**src/fm_sine_voice_unit_macros.svh**
```systemverilog
`ifndef FM_SINE_VOICE_UNIT_MACROS_SVH
`define FM_SINE_VOICE_UNIT_MACROS_SVH

`ifndef SYNTH
// ante holds -> cons holds in the same cycle
`define FSV_ASSERT_IMP(lbl, clk, rst_n, ante, cons, msg) \
  lbl: assert property (@(posedge clk) disable iff (!rst_n) (ante) |-> (cons)) \
    else $error(msg);
// ante holds -> cons holds in the next cycle
`define FSV_ASSERT_NXT(lbl, clk, rst_n, ante, cons, msg) \
  lbl: assert property (@(posedge clk) disable iff (!rst_n) (ante) |=> (cons)) \
    else $error(msg);
`else
`define FSV_ASSERT_IMP(lbl, clk, rst_n, ante, cons, msg)
`define FSV_ASSERT_NXT(lbl, clk, rst_n, ante, cons, msg)
`endif

`endif

```
**src/fsv_pkg.sv**
```systemverilog
package fsv_pkg;

  localparam int SLIDER_COUNT = 8;
  localparam int IDX_W        = 3;
  localparam int MUL_W        = 32;
  localparam int APB_AW       = 4;
  localparam int APB_DW       = 32;
  localparam int ACC_W        = 37;
  localparam int MAG_W        = 36;

  localparam logic [16:0] SIN_A      = 17'd102944;
  localparam logic [15:0] SIN_B      = 16'd42048;
  localparam logic [12:0] SIN_C      = 13'd4640;
  localparam logic [26:0] INV_PI_Q28 = 27'd85445659;

  localparam logic [14:0] BASE_HZ_RST     = 15'd220;
  localparam logic [14:0] SPAN_HZ_RST     = 15'd220;
  localparam logic [19:0] STEP_PER_HZ_RST = 20'd97391;

  typedef enum logic [1:0] {
    REG_BASE_HZ     = 2'd0,
    REG_SPAN_HZ     = 2'd1,
    REG_STEP_PER_HZ = 2'd2
  } reg_idx_e;

  typedef enum logic [14:0] {
    S_IDLE  = 15'h0001,
    S_Z     = 15'h0002,
    S_Z2    = 15'h0004,
    S_INNER = 15'h0008,
    S_P     = 15'h0010,
    S_MAG   = 15'h0020,
    S_ACC   = 15'h0040,
    S_ABS   = 15'h0080,
    S_OFF0  = 15'h0100,
    S_OFF1  = 15'h0200,
    S_OFF2  = 15'h0400,
    S_SAMP  = 15'h0800,
    S_INC0  = 15'h1000,
    S_INC1  = 15'h2000,
    S_INC2  = 15'h4000
  } state_e;

  typedef struct packed {
    logic [14:0] base_hz;
    logic [14:0] span_hz;
    logic [19:0] step_per_hz;
  } cfg_t;

  typedef struct packed {
    state_e           st;
    logic [IDX_W-1:0] idx;
    logic [IDX_W-1:0] ang_idx;
    logic             car;
  } ctrl_t;

  // modulator ratio in quarters
  function automatic logic [4:0] ratio_q(input logic [IDX_W-1:0] idx);
    logic [4:0] r;
    case (idx)
      3'd0:    r = 5'd1;
      3'd1:    r = 5'd2;
      3'd2:    r = 5'd4;
      3'd3:    r = 5'd6;
      3'd4:    r = 5'd8;
      3'd5:    r = 5'd12;
      3'd6:    r = 5'd14;
      3'd7:    r = 5'd16;
      default: r = 5'd1;
    endcase
    return r;
  endfunction

  // fold a Q0.16 turn into the quarter, Q0.16 of a quarter turn
  function automatic logic [16:0] sine_fold(input logic [15:0] u);
    logic [14:0] r;
    r = {1'b0, u[13:0]};
    if (u[14]) begin
      r = 15'd16384 - r;
    end
    return {r, 2'b00};
  endfunction

endpackage

```
**src/fsv_mul.sv**
```systemverilog
module fsv_mul (
  input  logic                            clk_i,
  input  logic                            en_i,
  input  logic [fsv_pkg::MUL_W-1:0]       a_i,
  input  logic [fsv_pkg::MUL_W-1:0]       b_i,
  output logic [2*fsv_pkg::MUL_W-1:0]     p_o
);
  import fsv_pkg::*;

  logic [2*MUL_W-1:0] p_q;

  always_ff @(posedge clk_i) begin
    if (en_i) begin
      p_q <= a_i * b_i;
    end
  end

  assign p_o = p_q;

endmodule

```
**src/fsv_apb_regs.sv**
```systemverilog
module fsv_apb_regs (
  input  logic                         clk_i,
  input  logic                         rst_ni,
  input  logic                         psel,
  input  logic                         penable,
  input  logic                         pwrite,
  input  logic [fsv_pkg::APB_AW-1:0]   paddr,
  input  logic [fsv_pkg::APB_DW-1:0]   pwdata,
  output logic [fsv_pkg::APB_DW-1:0]   prdata,
  output logic                         pready,
  output fsv_pkg::cfg_t                cfg_o
);
  import fsv_pkg::*;

  cfg_t     cfg_q;
  logic     wr;
  reg_idx_e sel;

  assign wr     = psel & penable & pwrite;
  assign sel    = reg_idx_e'(paddr[3:2]);
  assign pready = 1'b1;
  assign cfg_o  = cfg_q;

  always_ff @(posedge clk_i or negedge rst_ni) begin
    if (!rst_ni) begin
      cfg_q.base_hz     <= BASE_HZ_RST;
      cfg_q.span_hz     <= SPAN_HZ_RST;
      cfg_q.step_per_hz <= STEP_PER_HZ_RST;
    end else if (wr) begin
      case (sel)
        REG_BASE_HZ:     cfg_q.base_hz     <= pwdata[14:0];
        REG_SPAN_HZ:     cfg_q.span_hz     <= pwdata[14:0];
        REG_STEP_PER_HZ: cfg_q.step_per_hz <= pwdata[19:0];
        default: ;
      endcase
    end
  end

  always_comb begin
    case (sel)
      REG_BASE_HZ:     prdata = APB_DW'(cfg_q.base_hz);
      REG_SPAN_HZ:     prdata = APB_DW'(cfg_q.span_hz);
      REG_STEP_PER_HZ: prdata = APB_DW'(cfg_q.step_per_hz);
      default:         prdata = '0;
    endcase
  end

endmodule

```
**src/fsv_seq.sv**
```systemverilog
`include "fm_sine_voice_unit_macros.svh"

module fsv_seq #(
  parameter int MOD_COUNT = 8
) (
  input  logic           clk_i,
  input  logic           rst_ni,
  input  logic           in_valid_i,
  output logic           in_ready_o,
  input  logic           slot_free_i,
  output fsv_pkg::ctrl_t ctrl_o
);
  import fsv_pkg::*;

  localparam int NUM_USED = (MOD_COUNT < SLIDER_COUNT) ? MOD_COUNT : SLIDER_COUNT;
  localparam logic [IDX_W-1:0] LAST_IDX = IDX_W'(NUM_USED - 1);

  state_e           st_q, st_d;
  logic [IDX_W-1:0] idx_q, idx_d;
  logic             car_q, car_d;

  always_comb begin
    st_d  = st_q;
    idx_d = idx_q;
    car_d = car_q;
    case (st_q)
      S_IDLE: begin
        if (in_valid_i) begin
          st_d  = S_Z;
          idx_d = '0;
          car_d = 1'b0;
        end
      end
      S_Z:     st_d = S_Z2;
      S_Z2:    st_d = S_INNER;
      S_INNER: st_d = S_P;
      S_P:     st_d = S_MAG;
      S_MAG:   st_d = car_q ? S_SAMP : S_ACC;
      S_ACC: begin
        if (idx_q == LAST_IDX) begin
          st_d = S_ABS;
        end else begin
          idx_d = idx_q + 1'b1;
          st_d  = S_Z;
        end
      end
      S_ABS:  st_d = S_OFF0;
      S_OFF0: st_d = S_OFF1;
      S_OFF1: st_d = S_OFF2;
      S_OFF2: begin
        st_d  = S_Z;
        car_d = 1'b1;
      end
      S_SAMP: begin
        if (slot_free_i) begin
          st_d = S_INC0;
        end
      end
      S_INC0:  st_d = S_INC1;
      S_INC1:  st_d = S_INC2;
      S_INC2:  st_d = S_IDLE;
      default: st_d = S_IDLE;
    endcase
  end

  always_ff @(posedge clk_i or negedge rst_ni) begin
    if (!rst_ni) begin
      st_q  <= S_IDLE;
      idx_q <= '0;
      car_q <= 1'b0;
    end else begin
      st_q  <= st_d;
      idx_q <= idx_d;
      car_q <= car_d;
    end
  end

  assign in_ready_o     = (st_q == S_IDLE);
  assign ctrl_o.st      = st_q;
  assign ctrl_o.idx     = idx_q;
  assign ctrl_o.ang_idx = (st_q == S_IDLE) ? '0 : idx_q + 1'b1;
  assign ctrl_o.car     = car_q;

  `FSV_ASSERT_IMP(a_idx_range, clk_i, rst_ni, 1'b1, idx_q <= LAST_IDX,
                  "modulator index past last")
  `FSV_ASSERT_NXT(a_accept_start, clk_i, rst_ni, in_valid_i && st_q == S_IDLE,
                  st_q == S_Z && idx_q == '0 && !car_q, "item did not start at first modulator")

endmodule

```
**src/fm_sine_voice_unit.sv**
```systemverilog
// One sample per item; sine, offset and increment products share one 32x32 multiplier;
// the modulator angle scaling has its own multiply. A new item is accepted only in idle,
// after the previous one finishes; an unread output stalls the next item only at its end.
// Reset: both phases clear to zero, registers return to 220 Hz base, 220 Hz span, step 97391.
`include "fm_sine_voice_unit_macros.svh"

module fm_sine_voice_unit #(
  parameter int MOD_COUNT  = 8,
  parameter int PHASE_BITS = 32
) (
  input  logic                         clk_i,
  input  logic                         rst_ni,
  input  logic                         psel,
  input  logic                         penable,
  input  logic                         pwrite,
  input  logic [fsv_pkg::APB_AW-1:0]   paddr,
  input  logic [fsv_pkg::APB_DW-1:0]   pwdata,
  output logic [fsv_pkg::APB_DW-1:0]   prdata,
  output logic                         pready,
  input  logic                         in_valid_i,
  output logic                         in_ready_o,
  input  logic [15:0]                  volume_i,
  input  logic [15:0]                  pitch_knob_i,
  input  logic [15:0]                  slider_0_i,
  input  logic [15:0]                  slider_1_i,
  input  logic [15:0]                  slider_2_i,
  input  logic [15:0]                  slider_3_i,
  input  logic [15:0]                  slider_4_i,
  input  logic [15:0]                  slider_5_i,
  input  logic [15:0]                  slider_6_i,
  input  logic [15:0]                  slider_7_i,
  output logic                         out_valid_o,
  input  logic                         out_ready_i,
  output logic signed [15:0]           sample_o
);
  import fsv_pkg::*;

  cfg_t  cfg;
  ctrl_t ctrl;

  logic [MUL_W-1:0]   mul_a, mul_b;
  logic               mul_en;
  logic [2*MUL_W-1:0] prod;

  logic [PHASE_BITS-1:0] car_q, mod_q;
  logic                  out_valid_q;
  logic signed [15:0]    sample_q;
  logic                  slot_free;

  logic [15:0] vol_q, knob_q;
  logic [15:0] sld_q [SLIDER_COUNT];
  logic [15:0] u_q;
  logic [16:0] z_q, z2_q;
  logic        neg_q, sneg_q;
  logic [ACC_W-1:0] acc_q;
  logic [MAG_W-1:0] sabs_q;
  logic [44:0]      lo_q;

  logic [PHASE_BITS+4:0] ang_prod;
  logic [15:0]           ang_u;
  logic [16:0]           z_fold, z2_w, p_w, mag_w;
  logic [15:0]           inner_w, level_w;
  logic [32:0]           term_w;
  logic [63:0]           tot_w;
  logic [PHASE_BITS-1:0] off_w, offs_w, ph_w, inc_w;
  logic [31:0]           freq_w;
  logic [14:0]           v_w;
  logic [15:0]           samp_w;

  fsv_apb_regs u_regs (
    .clk_i   (clk_i),
    .rst_ni  (rst_ni),
    .psel    (psel),
    .penable (penable),
    .pwrite  (pwrite),
    .paddr   (paddr),
    .pwdata  (pwdata),
    .prdata  (prdata),
    .pready  (pready),
    .cfg_o   (cfg)
  );

  fsv_seq #(
    .MOD_COUNT (MOD_COUNT)
  ) u_seq (
    .clk_i       (clk_i),
    .rst_ni      (rst_ni),
    .in_valid_i  (in_valid_i),
    .in_ready_o  (in_ready_o),
    .slot_free_i (slot_free),
    .ctrl_o      (ctrl)
  );

  fsv_mul u_mul (
    .clk_i (clk_i),
    .en_i  (mul_en),
    .a_i   (mul_a),
    .b_i   (mul_b),
    .p_o   (prod)
  );

  assign slot_free = !out_valid_q || out_ready_i;

  assign ang_prod = (PHASE_BITS+5)'(mod_q) * (PHASE_BITS+5)'(ratio_q(ctrl.ang_idx));
  assign ang_u    = ang_prod[PHASE_BITS+1 -: 16];

  assign z_fold  = sine_fold(u_q);
  assign z2_w    = prod[32:16];
  assign inner_w = SIN_B - prod[31:16];
  assign p_w     = SIN_A - {1'b0, prod[31:16]};
  assign mag_w   = prod[32:16];
  assign level_w = ctrl.car ? vol_q : sld_q[ctrl.idx];
  assign term_w  = prod[32:0];

  assign tot_w  = 64'(lo_q) + {1'b0, prod[44:0], 18'h0};
  assign off_w  = tot_w[59 -: PHASE_BITS];
  assign offs_w = sneg_q ? PHASE_BITS'(-off_w) : off_w;
  assign ph_w   = car_q + offs_w;

  assign freq_w = 32'({cfg.base_hz, 16'h0}) + 32'(prod[30:0]);
  assign inc_w  = PHASE_BITS'(prod >> 16);

  assign v_w    = prod[32] ? 15'h7FFF : prod[31:17];
  assign samp_w = neg_q ? 16'(16'd0 - {1'b0, v_w}) : {1'b0, v_w};

  always_comb begin
    mul_en = 1'b0;
    mul_a  = '0;
    mul_b  = '0;
    case (ctrl.st)
      S_Z: begin
        mul_en = 1'b1;
        mul_a  = MUL_W'(z_fold);
        mul_b  = MUL_W'(z_fold);
      end
      S_Z2: begin
        mul_en = 1'b1;
        mul_a  = MUL_W'(z2_w);
        mul_b  = MUL_W'(SIN_C);
      end
      S_INNER: begin
        mul_en = 1'b1;
        mul_a  = MUL_W'(z2_q);
        mul_b  = MUL_W'(inner_w);
      end
      S_P: begin
        mul_en = 1'b1;
        mul_a  = MUL_W'(z_q);
        mul_b  = MUL_W'(p_w);
      end
      S_MAG: begin
        mul_en = 1'b1;
        mul_a  = MUL_W'(mag_w);
        mul_b  = MUL_W'(level_w);
      end
      S_OFF0: begin
        mul_en = 1'b1;
        mul_a  = MUL_W'(sabs_q[17:0]);
        mul_b  = MUL_W'(INV_PI_Q28);
      end
      S_OFF1: begin
        mul_en = 1'b1;
        mul_a  = MUL_W'(sabs_q[MAG_W-1:18]);
        mul_b  = MUL_W'(INV_PI_Q28);
      end
      S_INC0: begin
        mul_en = 1'b1;
        mul_a  = MUL_W'(cfg.span_hz);
        mul_b  = MUL_W'(knob_q);
      end
      S_INC1: begin
        mul_en = 1'b1;
        mul_a  = freq_w;
        mul_b  = MUL_W'(cfg.step_per_hz);
      end
      default: ;
    endcase
  end

  always_ff @(posedge clk_i) begin
    case (ctrl.st)
      S_IDLE: begin
        if (in_valid_i) begin
          vol_q    <= volume_i;
          knob_q   <= pitch_knob_i;
          sld_q[0] <= slider_0_i;
          sld_q[1] <= slider_1_i;
          sld_q[2] <= slider_2_i;
          sld_q[3] <= slider_3_i;
          sld_q[4] <= slider_4_i;
          sld_q[5] <= slider_5_i;
          sld_q[6] <= slider_6_i;
          sld_q[7] <= slider_7_i;
          acc_q    <= '0;
          u_q      <= ang_u;
        end
      end
      S_Z: begin
        z_q   <= z_fold;
        neg_q <= u_q[15];
      end
      S_Z2: z2_q <= z2_w;
      S_ACC: begin
        acc_q <= neg_q ? acc_q - ACC_W'(term_w) : acc_q + ACC_W'(term_w);
        u_q   <= ang_u;
      end
      S_ABS: begin
        sneg_q <= acc_q[ACC_W-1];
        sabs_q <= acc_q[ACC_W-1] ? MAG_W'(-acc_q) : acc_q[MAG_W-1:0];
      end
      S_OFF1: lo_q <= prod[44:0];
      S_OFF2: u_q <= ph_w[PHASE_BITS-1 -: 16];
      S_SAMP: begin
        if (slot_free) begin
          sample_q <= samp_w;
        end
      end
      default: ;
    endcase
  end

  always_ff @(posedge clk_i or negedge rst_ni) begin
    if (!rst_ni) begin
      car_q       <= '0;
      mod_q       <= '0;
      out_valid_q <= 1'b0;
    end else begin
      if (ctrl.st == S_INC2) begin
        car_q <= car_q + inc_w;
        mod_q <= mod_q + inc_w;
      end
      if (ctrl.st == S_SAMP && slot_free) begin
        out_valid_q <= 1'b1;
      end else if (out_ready_i) begin
        out_valid_q <= 1'b0;
      end
    end
  end

  assign out_valid_o = out_valid_q;
  assign sample_o    = sample_q;

  `FSV_ASSERT_IMP(a_phase_lock, clk_i, rst_ni, 1'b1, car_q == mod_q,
                  "carrier and modulator phases diverged")
  `FSV_ASSERT_IMP(a_out_from_samp, clk_i, rst_ni, $rose(out_valid_q),
                  $past(ctrl.st == S_SAMP), "output valid rose outside sample step")
  `FSV_ASSERT_IMP(a_phase_step, clk_i, rst_ni, !$stable(car_q),
                  $past(ctrl.st == S_INC2), "phase moved outside increment step")

endmodule
```
**config.mk**
```make
export PLATFORM = sky130hd
export DESIGN_NAME = fm_sine_voice_unit
export DESIGN_NICKNAME = d
export VERILOG_FILES = /design/src/fsv_pkg.sv /design/src/fsv_mul.sv /design/src/fsv_apb_regs.sv /design/src/fsv_seq.sv /design/src/fm_sine_voice_unit.sv
export VERILOG_INCLUDE_DIRS = /design/src /design/src/src
export SDC_FILE = /design/constraint.sdc
export NUM_CORES = 2
export LEC_CHECK = 0
export ABC_CLOCK_PERIOD_IN_PS = 10900
export BUFFER_PORTS_ARGS = -buffer_cell sky130_fd_sc_hd__buf_2
export CORE_MARGIN = 10
export CORE_UTILIZATION = 58
export DETAILED_ROUTE_END_ITERATION = 16
export PLACE_DENSITY = 0.87
export SYNTH_ARGS = -nofsm -noshare
export SYNTH_HDL_FRONTEND = slang
export SYNTH_SLANG_ARGS = --single-unit
```
**constraint.sdc**
```tcl
create_clock -name clk_i -period 10.9 [get_ports clk_i]
set_input_delay 0.545 -clock clk_i [delete_from_list [all_inputs] [get_ports clk_i]]
set_output_delay 0.545 -clock clk_i [all_outputs]
set_load 0.02 [all_outputs]
```
### Word level (Yosys, flattened, before mapping)

Memories as Yosys holds them, arrays and structs flattened.
Cells that the tools add are included.

* bits in registers: 398
* bits in writable memories: 128
* memory bits (read-only): 40
* input port bits: 203
* output and inout port bits: 51
* logic and storage cells: 115
* memories: 2

* add/sub/neg operators: 14
* multiply operators: 2
* equal/unequal tests: 21
* multiplexer cells: 31
* bitwise logic cells: 2
* reductions and logical operators: 21

Memory list
* sld_q: words 8, width 16, read ports 1, clocked after memory_dff 0, wr ports 8, line fm_sine_voice_unit.sv:51 `logic [15:0] sld_q [SLIDER_COUNT];`
* (no name shown): words 8, width 5, read ports 1, clocked after memory_dff 0, wr ports 0, line fsv_pkg.sv:60 `case (idx)`

Operator list (number)
* 32-bit case mux with 8 select lines: 1
* 27-bit case mux with 8 select lines: 1
* 15-bit case mux with 14 select lines: 1
* 32-bit adder: 3
* 15-bit 2-to-1 mux: 5
* 37-bit 2-to-1 mux: 2
* 37-bit case mux with 2 select lines: 1
* 45-bit by 60-bit adder with 60-bit output: 1
* 20-bit case mux with 3 select lines: 1
* 32-bit by 27-bit multiplier with 48-bit output: 1
* 16-bit case mux with 3 select lines: 1
* 37-bit by 33-bit adder with 37-bit output: 1
* 37-bit by 33-bit subtractor with 37-bit output: 1
* 36-bit 2-to-1 mux: 1
* 36-bit negation: 1
* 32-bit by 5-bit multiplier with 34-bit output: 1
* 31-bit by 31-bit adder with 32-bit output: 1
* 16-bit 2-to-1 mux: 2
* 32-bit 2-to-1 mux: 1
* 32-bit negation: 1
* 2-bit AND reduction: 9
* 17-bit by 16-bit subtractor with 17-bit output (first input constant): 1
* 1-bit by 15-bit subtractor with 16-bit output (first input constant): 1
* 16-bit subtractor (first input constant): 1
* other kinds (37): 51

### Depth between registers and ports, before layout

An unclocked memory read counts as a cell.

* word-level depth: 6
* gate-level depth with buffers: 43
* gate-level depth less buffers: 41

### By module

A second synthesis with hierarchy kept.

* cell total of the unflattened synthesis: 6969
* area, all modules: 68333.0 um2

By module, submodules not included
* fsv_mul: times used 1, cells an instance 3771, area an instance 35388.9 um2, sequential area each 1921.8 um2
* fm_sine_voice_unit: times used 1, cells an instance 2916, area an instance 29452.0 um2, sequential area each 11415.9 um2
* fsv_apb_regs: times used 1, cells an instance 181, area an instance 2402.3 um2, sequential area each 1278.7 um2
* fsv_seq: times used 1, cells an instance 101, area an instance 1089.8 um2, sequential area each 476.7 um2

### Worst setup path after synthesis

No wires, ideal clock.

* kind: flip-flop to flip-flop
* start point: reg u_seq.st_q[13]
* end point: reg u_mul.p_q[43], in the netlist u_mul.p_o[43] (data pin)
* library setup time: 0.260 ns
* arrival: 10.572 ns
* required time: 10.640 ns
* setup slack: 0.068 ns
* stages on the path, launching flop included: 41
* path buffers: 3
* period minus slack after synthesis: 10.832 ns
* cell sequence: dfrtp_1 -> nor4_1 -> and2_1 -> nand2_1 -> or3_1 -> nor3b_1 -> or2_2 -> buf_1 -> clkbuf_1 -> a21oi_1 -> nand4b_1 -> clkbuf_1 -> nand2_1 -> fa_1 -> inv_1 -> fa_1 -> inv_1 -> fa_1 -> [... 5 more ...] -> fa_1 -> inv_1 -> fa_1 -> inv_1 -> ha_1 -> a21o_1 -> a21oi_1 -> o211ai_1 -> o21ai_0 -> a21oi_1 -> a21oi_1 -> o21ai_0 -> or4_1 -> a21o_1 -> o211ai_1 -> and2_1 -> nand3b_1 -> xor2_1

* word-level cells in the longest chain between the ends: 4
* elaborated cells between the ends (all ways): 14
* classes of those cells: mul: 1; eq/ne: 9; mux: 2; reduce/logical: 2

Ends and longest elaborated chain
* start: declaration: line fsv_seq.sv:18 `state_e st_q, st_d;`
* start signal: assignment: line fsv_seq.sv:72 `st_q <= st_d;`
* 15-bit by 3-bit equality test with 1-bit output, or another cell as far along: line fm_sine_voice_unit.sv:130 `case (ctrl.st)`
* 2-bit OR reduction (no source line)
* 32-bit case mux with 8 select lines or 27-bit case mux with 8 select lines (tied branches): line fm_sine_voice_unit.sv:130
* 32-bit by 27-bit multiplier with 48-bit output *: line fsv_mul.sv:14 `p_q <= a_i * b_i;`
* end signal: assignment: line fsv_mul.sv:14
* end: declaration: line fsv_mul.sv:10 `logic [2*MUL_W-1:0] p_q;`

Mark *: on every way between the ends. The rest lies on a longest branch, timed or not.
A chain may end at the register's enable or synchronous reset.

### Worst setup path in the final report

* start point: reg u_seq.st_q[13]
* end point: reg u_mul.p_q[41], in the netlist u_mul.p_o[41] (data pin)

The elaborated chain is that of the path after synthesis.

==> results_dict.tcl <==
set metrics [dict create \
    status "completed" \
    syn2layout_area_growth_pct 9.24 \
    htree_levels 2 \
    viasPerCell 6.24 \
    combPwrFrac_pct 48.3 \
    fin_crit_sh_pct 97.9 \
    fin_util_pct 64.1 \
    drcViolationCount 0 \
    hold_path_class "in2reg" \
    coreArea_mm2 0.0970 \
    syn_area_mm2 0.0570 \
    p_per_area_mw_per_mm2 157 \
    grt_antenna_before_repair 16 \
    power.total_mw 9.76 \
    pwr-share-clk_pct 21.2 \
    path_delay_family "adder cells" \
    cpPeakStageDelay_ns 0.64 \
    yosysUniqueCellTypes 92 \
    cts_tree "done" \
    worst_path_most_repeated_cell "fa_1" \
    clk_path_buf_depth 3 \
    dr.pass1.iters 7 \
    dp_slack_ns 0.231 \
    ant_nets 0 \
    cp.arrival_ns 11.06 \
    synth_edf_count 374 \
    cts_root_buf "clkbuf_16" \
    multi_input_area_mm2 0.0378 \
    clk_latency_ns 0.68 \
    numCtsBuffers 55 \
    drt-initial-drc-count 5916 \
    place_area_mm2 0.0601 \
    netlist_instances 5980 \
    cp_max_fo 20 \
    io_buffers 226 \
    yosys_warnings 0 \
    finalSetupViolCount 0 \
    internal_power_mw 5.41 \
    p_switching_mw 4.35 \
    async_flop_share_pct 26.4 \
    synth.avg_cell_area_um2 9.52 \
    maxSlewHeadroom_pct 15.1 \
    r2r_slack_ns 0.23 \
    nNetsFinal 7514 \
    path_buf_inv 8 \
    crit_type "reg2reg" \
    die-width_um 333 \
    p_seq_share_pct 30.4 \
    post-dp-hpwl_um 137000 \
    fin_crit_ns 10.67 \
    seqCellArea_mm2 0.0146 \
    num_vias 47000 \
    clkTransAtPathRegs_ns 0.07 \
    ios 254 \
    gp_congestion 1.02 \
    die-area_mm2 0.111 \
    switching_share_pct 44.6 \
    setup-tns-final_ns 0 \
    fmax_mhz 93.7 \
    grt_use_total_pct 31.6 \
    leakage_nw 29.4 \
    yosys.area.top_type "fa_1" \
    final_common_cell "inv_1" \
    rows 114 \
    setup_ws_ns 0.230 \
    initial_utilization_pct 58.7 \
    first_global_vias 48300 \
    drive_above_1_share_pct 10.6 \
    grt_pass1_wl_um 274000 \
    start_kind "register" \
    ys_top_cells_by_area "fa_1 24%, edfxtp_1 20%, ha_1 9.3%" \
    die_h_um 333 \
    final_hold_viol_count 0 \
    cp-end-kind "register" \
    maxCapViolCount 0 \
    skew_ns 0.0480 \
    irDropWorstVdd_uv 171 \
    postRouteWirelength_um 178000 \
    slowest_stage "or3b_2" \
    drv_slew 0 \
    layout.cells.non_filler 7531 \
    required_ns 11.29 \
    tightest_slew_ns 1.26 \
    dpl.cell_count 7411 \
    final_area_mm2 0.0622 \
    synth_top_area_share_pct 24.3 \
    ys_seq_elements 508 \
    grt_max_degree 107 \
    ys_seq_area_share_pct 25.7 \
    fin_hold_ws_ns 0.0366 \
    synth-main-ff-cell "edfxtp_1" \
    fill_cells 7212 \
    grt_overflow 0 \
    wire_per_inst_um 23.6 \
    cts_sinks 508 \
    final_cell_mix "1008 x inv_1, 837 x nand2_1, 692 x fa_1" \
]
-- synthesized netlist by cell type, types with 111 or more instances --
library cell and number:
a21oi_1 200, o21ai_0 214, clkbuf_1 221, nand2_1 838, fa_1 692, inv_1 1010, ha_1 422, edfxtp_1 374
xnor2_1 210, nor2_1 354, dfrtp_1 111, and2_1 149
-- what timing repair did --
item	4_1_cts	5_1_grt
buffers inserted	0	4
hold buffers	1	0
endpoints found under the hold margin	64	0
resized for setup	0	15
endpoints found under the setup margin	0	8
-- sequential cells by signal, summed over array words and instances, names as in the netlist, 17 cells and up --
| signal | count |
|---|---|
| u_regs.cfg_o | 50 |
| z2_q | 17 |
| car_q | 32 |
| mod_q | 32 |
| u_mul.p_o | 48 |
| sabs_q | 36 |
| acc_q | 37 |
| sld_q | 128 |
| lo_q | 27 |
-- power groups by stage --
stage | clock network, mW | logic [mW] | registers [mW]
2_1_floorplan | 0 | 3.05 | 2.80
3_3_place_gp | 0 | 4.32 | 2.95
3_5_place_dp | 0 | 4.47 | 2.96
4_1_cts | 2.06 | 4.54 | 2.93
5_1_grt | 2.14 | 5.04 | 2.97
6_report | 2.07 | 4.72 | 2.97
-- final timing paths --
path / startpoint / end / cells after the start
worst max-delay path: u_seq.st_q[13] / u_mul.p_o[41] / 37
worst min register to register: acc_q[0] / sabs_q[0] / 0
worst max register to register: u_seq.st_q[13] / u_mul.p_o[41] / 37
min in group asynchronous: rst_ni / mod_q[28] / 2
max in group asynchronous: rst_ni / u_regs.cfg_o[17] / 3
worst min-delay path: slider_5_i[1] / sld_q[5][1] / 1
-- area by class of cell --
| class | instances | share of cell area (%) |
|---|---|---|
| clock buffer | 65 | 2.27 |
| tap | 1276 | 2.57 |
| timing repair buffer | 382 | 3.81 |
| antenna | 11 | 0.0442 |
| sequential | 508 | 23.5 |
| inverter | 1012 | 6.12 |
| clock inverter | 39 | 0.889 |
| multi-input combinational | 4238 | 60.8 |
-- per-layer routing --
layer / global-route usage, % / wire length [um] / share of wire (%)
met2: 49.2 / 78600 / 44
met5: 0 / 191 / 0.11
met3: 9.53 / 24700 / 14
met4: 20.0 / 14000 / 7.9
met1: 38.2 / 60200 / 34
-- worst register-to-register path: cells and delay by family, from the launching register on --
kind            cells  cell delay, ns
compound gates     11            2.28
xor+xnor            1            0.16
fa+ha+maj           8            3.96
buf+inv             8            1.11
flops               1            0.43
simple gates        9            2.52
-- cell families (layout without fill, tap and decap cells) --
| family | after synthesis | count (layout) | synth area share, % |
|---|---|---|---|
| AOI/OAI and AO/OA | 878 | 878 | 10.1 |
| DFF | 508 | 508 | 25.7 |
| other | 2 | 41 | 0.0132 |
| xor gates and xnor gates | 304 | 304 | 4.72 |
| muxes | 126 | 126 | 3.04 |
| and+or+nand+nor | 1786 | 1786 | 14.4 |
| buffers and inverters | 1262 | 1498 | 8.41 |
| adders and majority gates | 1114 | 1114 | 33.6 |
No activity file was read; power rests on OpenSTA's default activity.
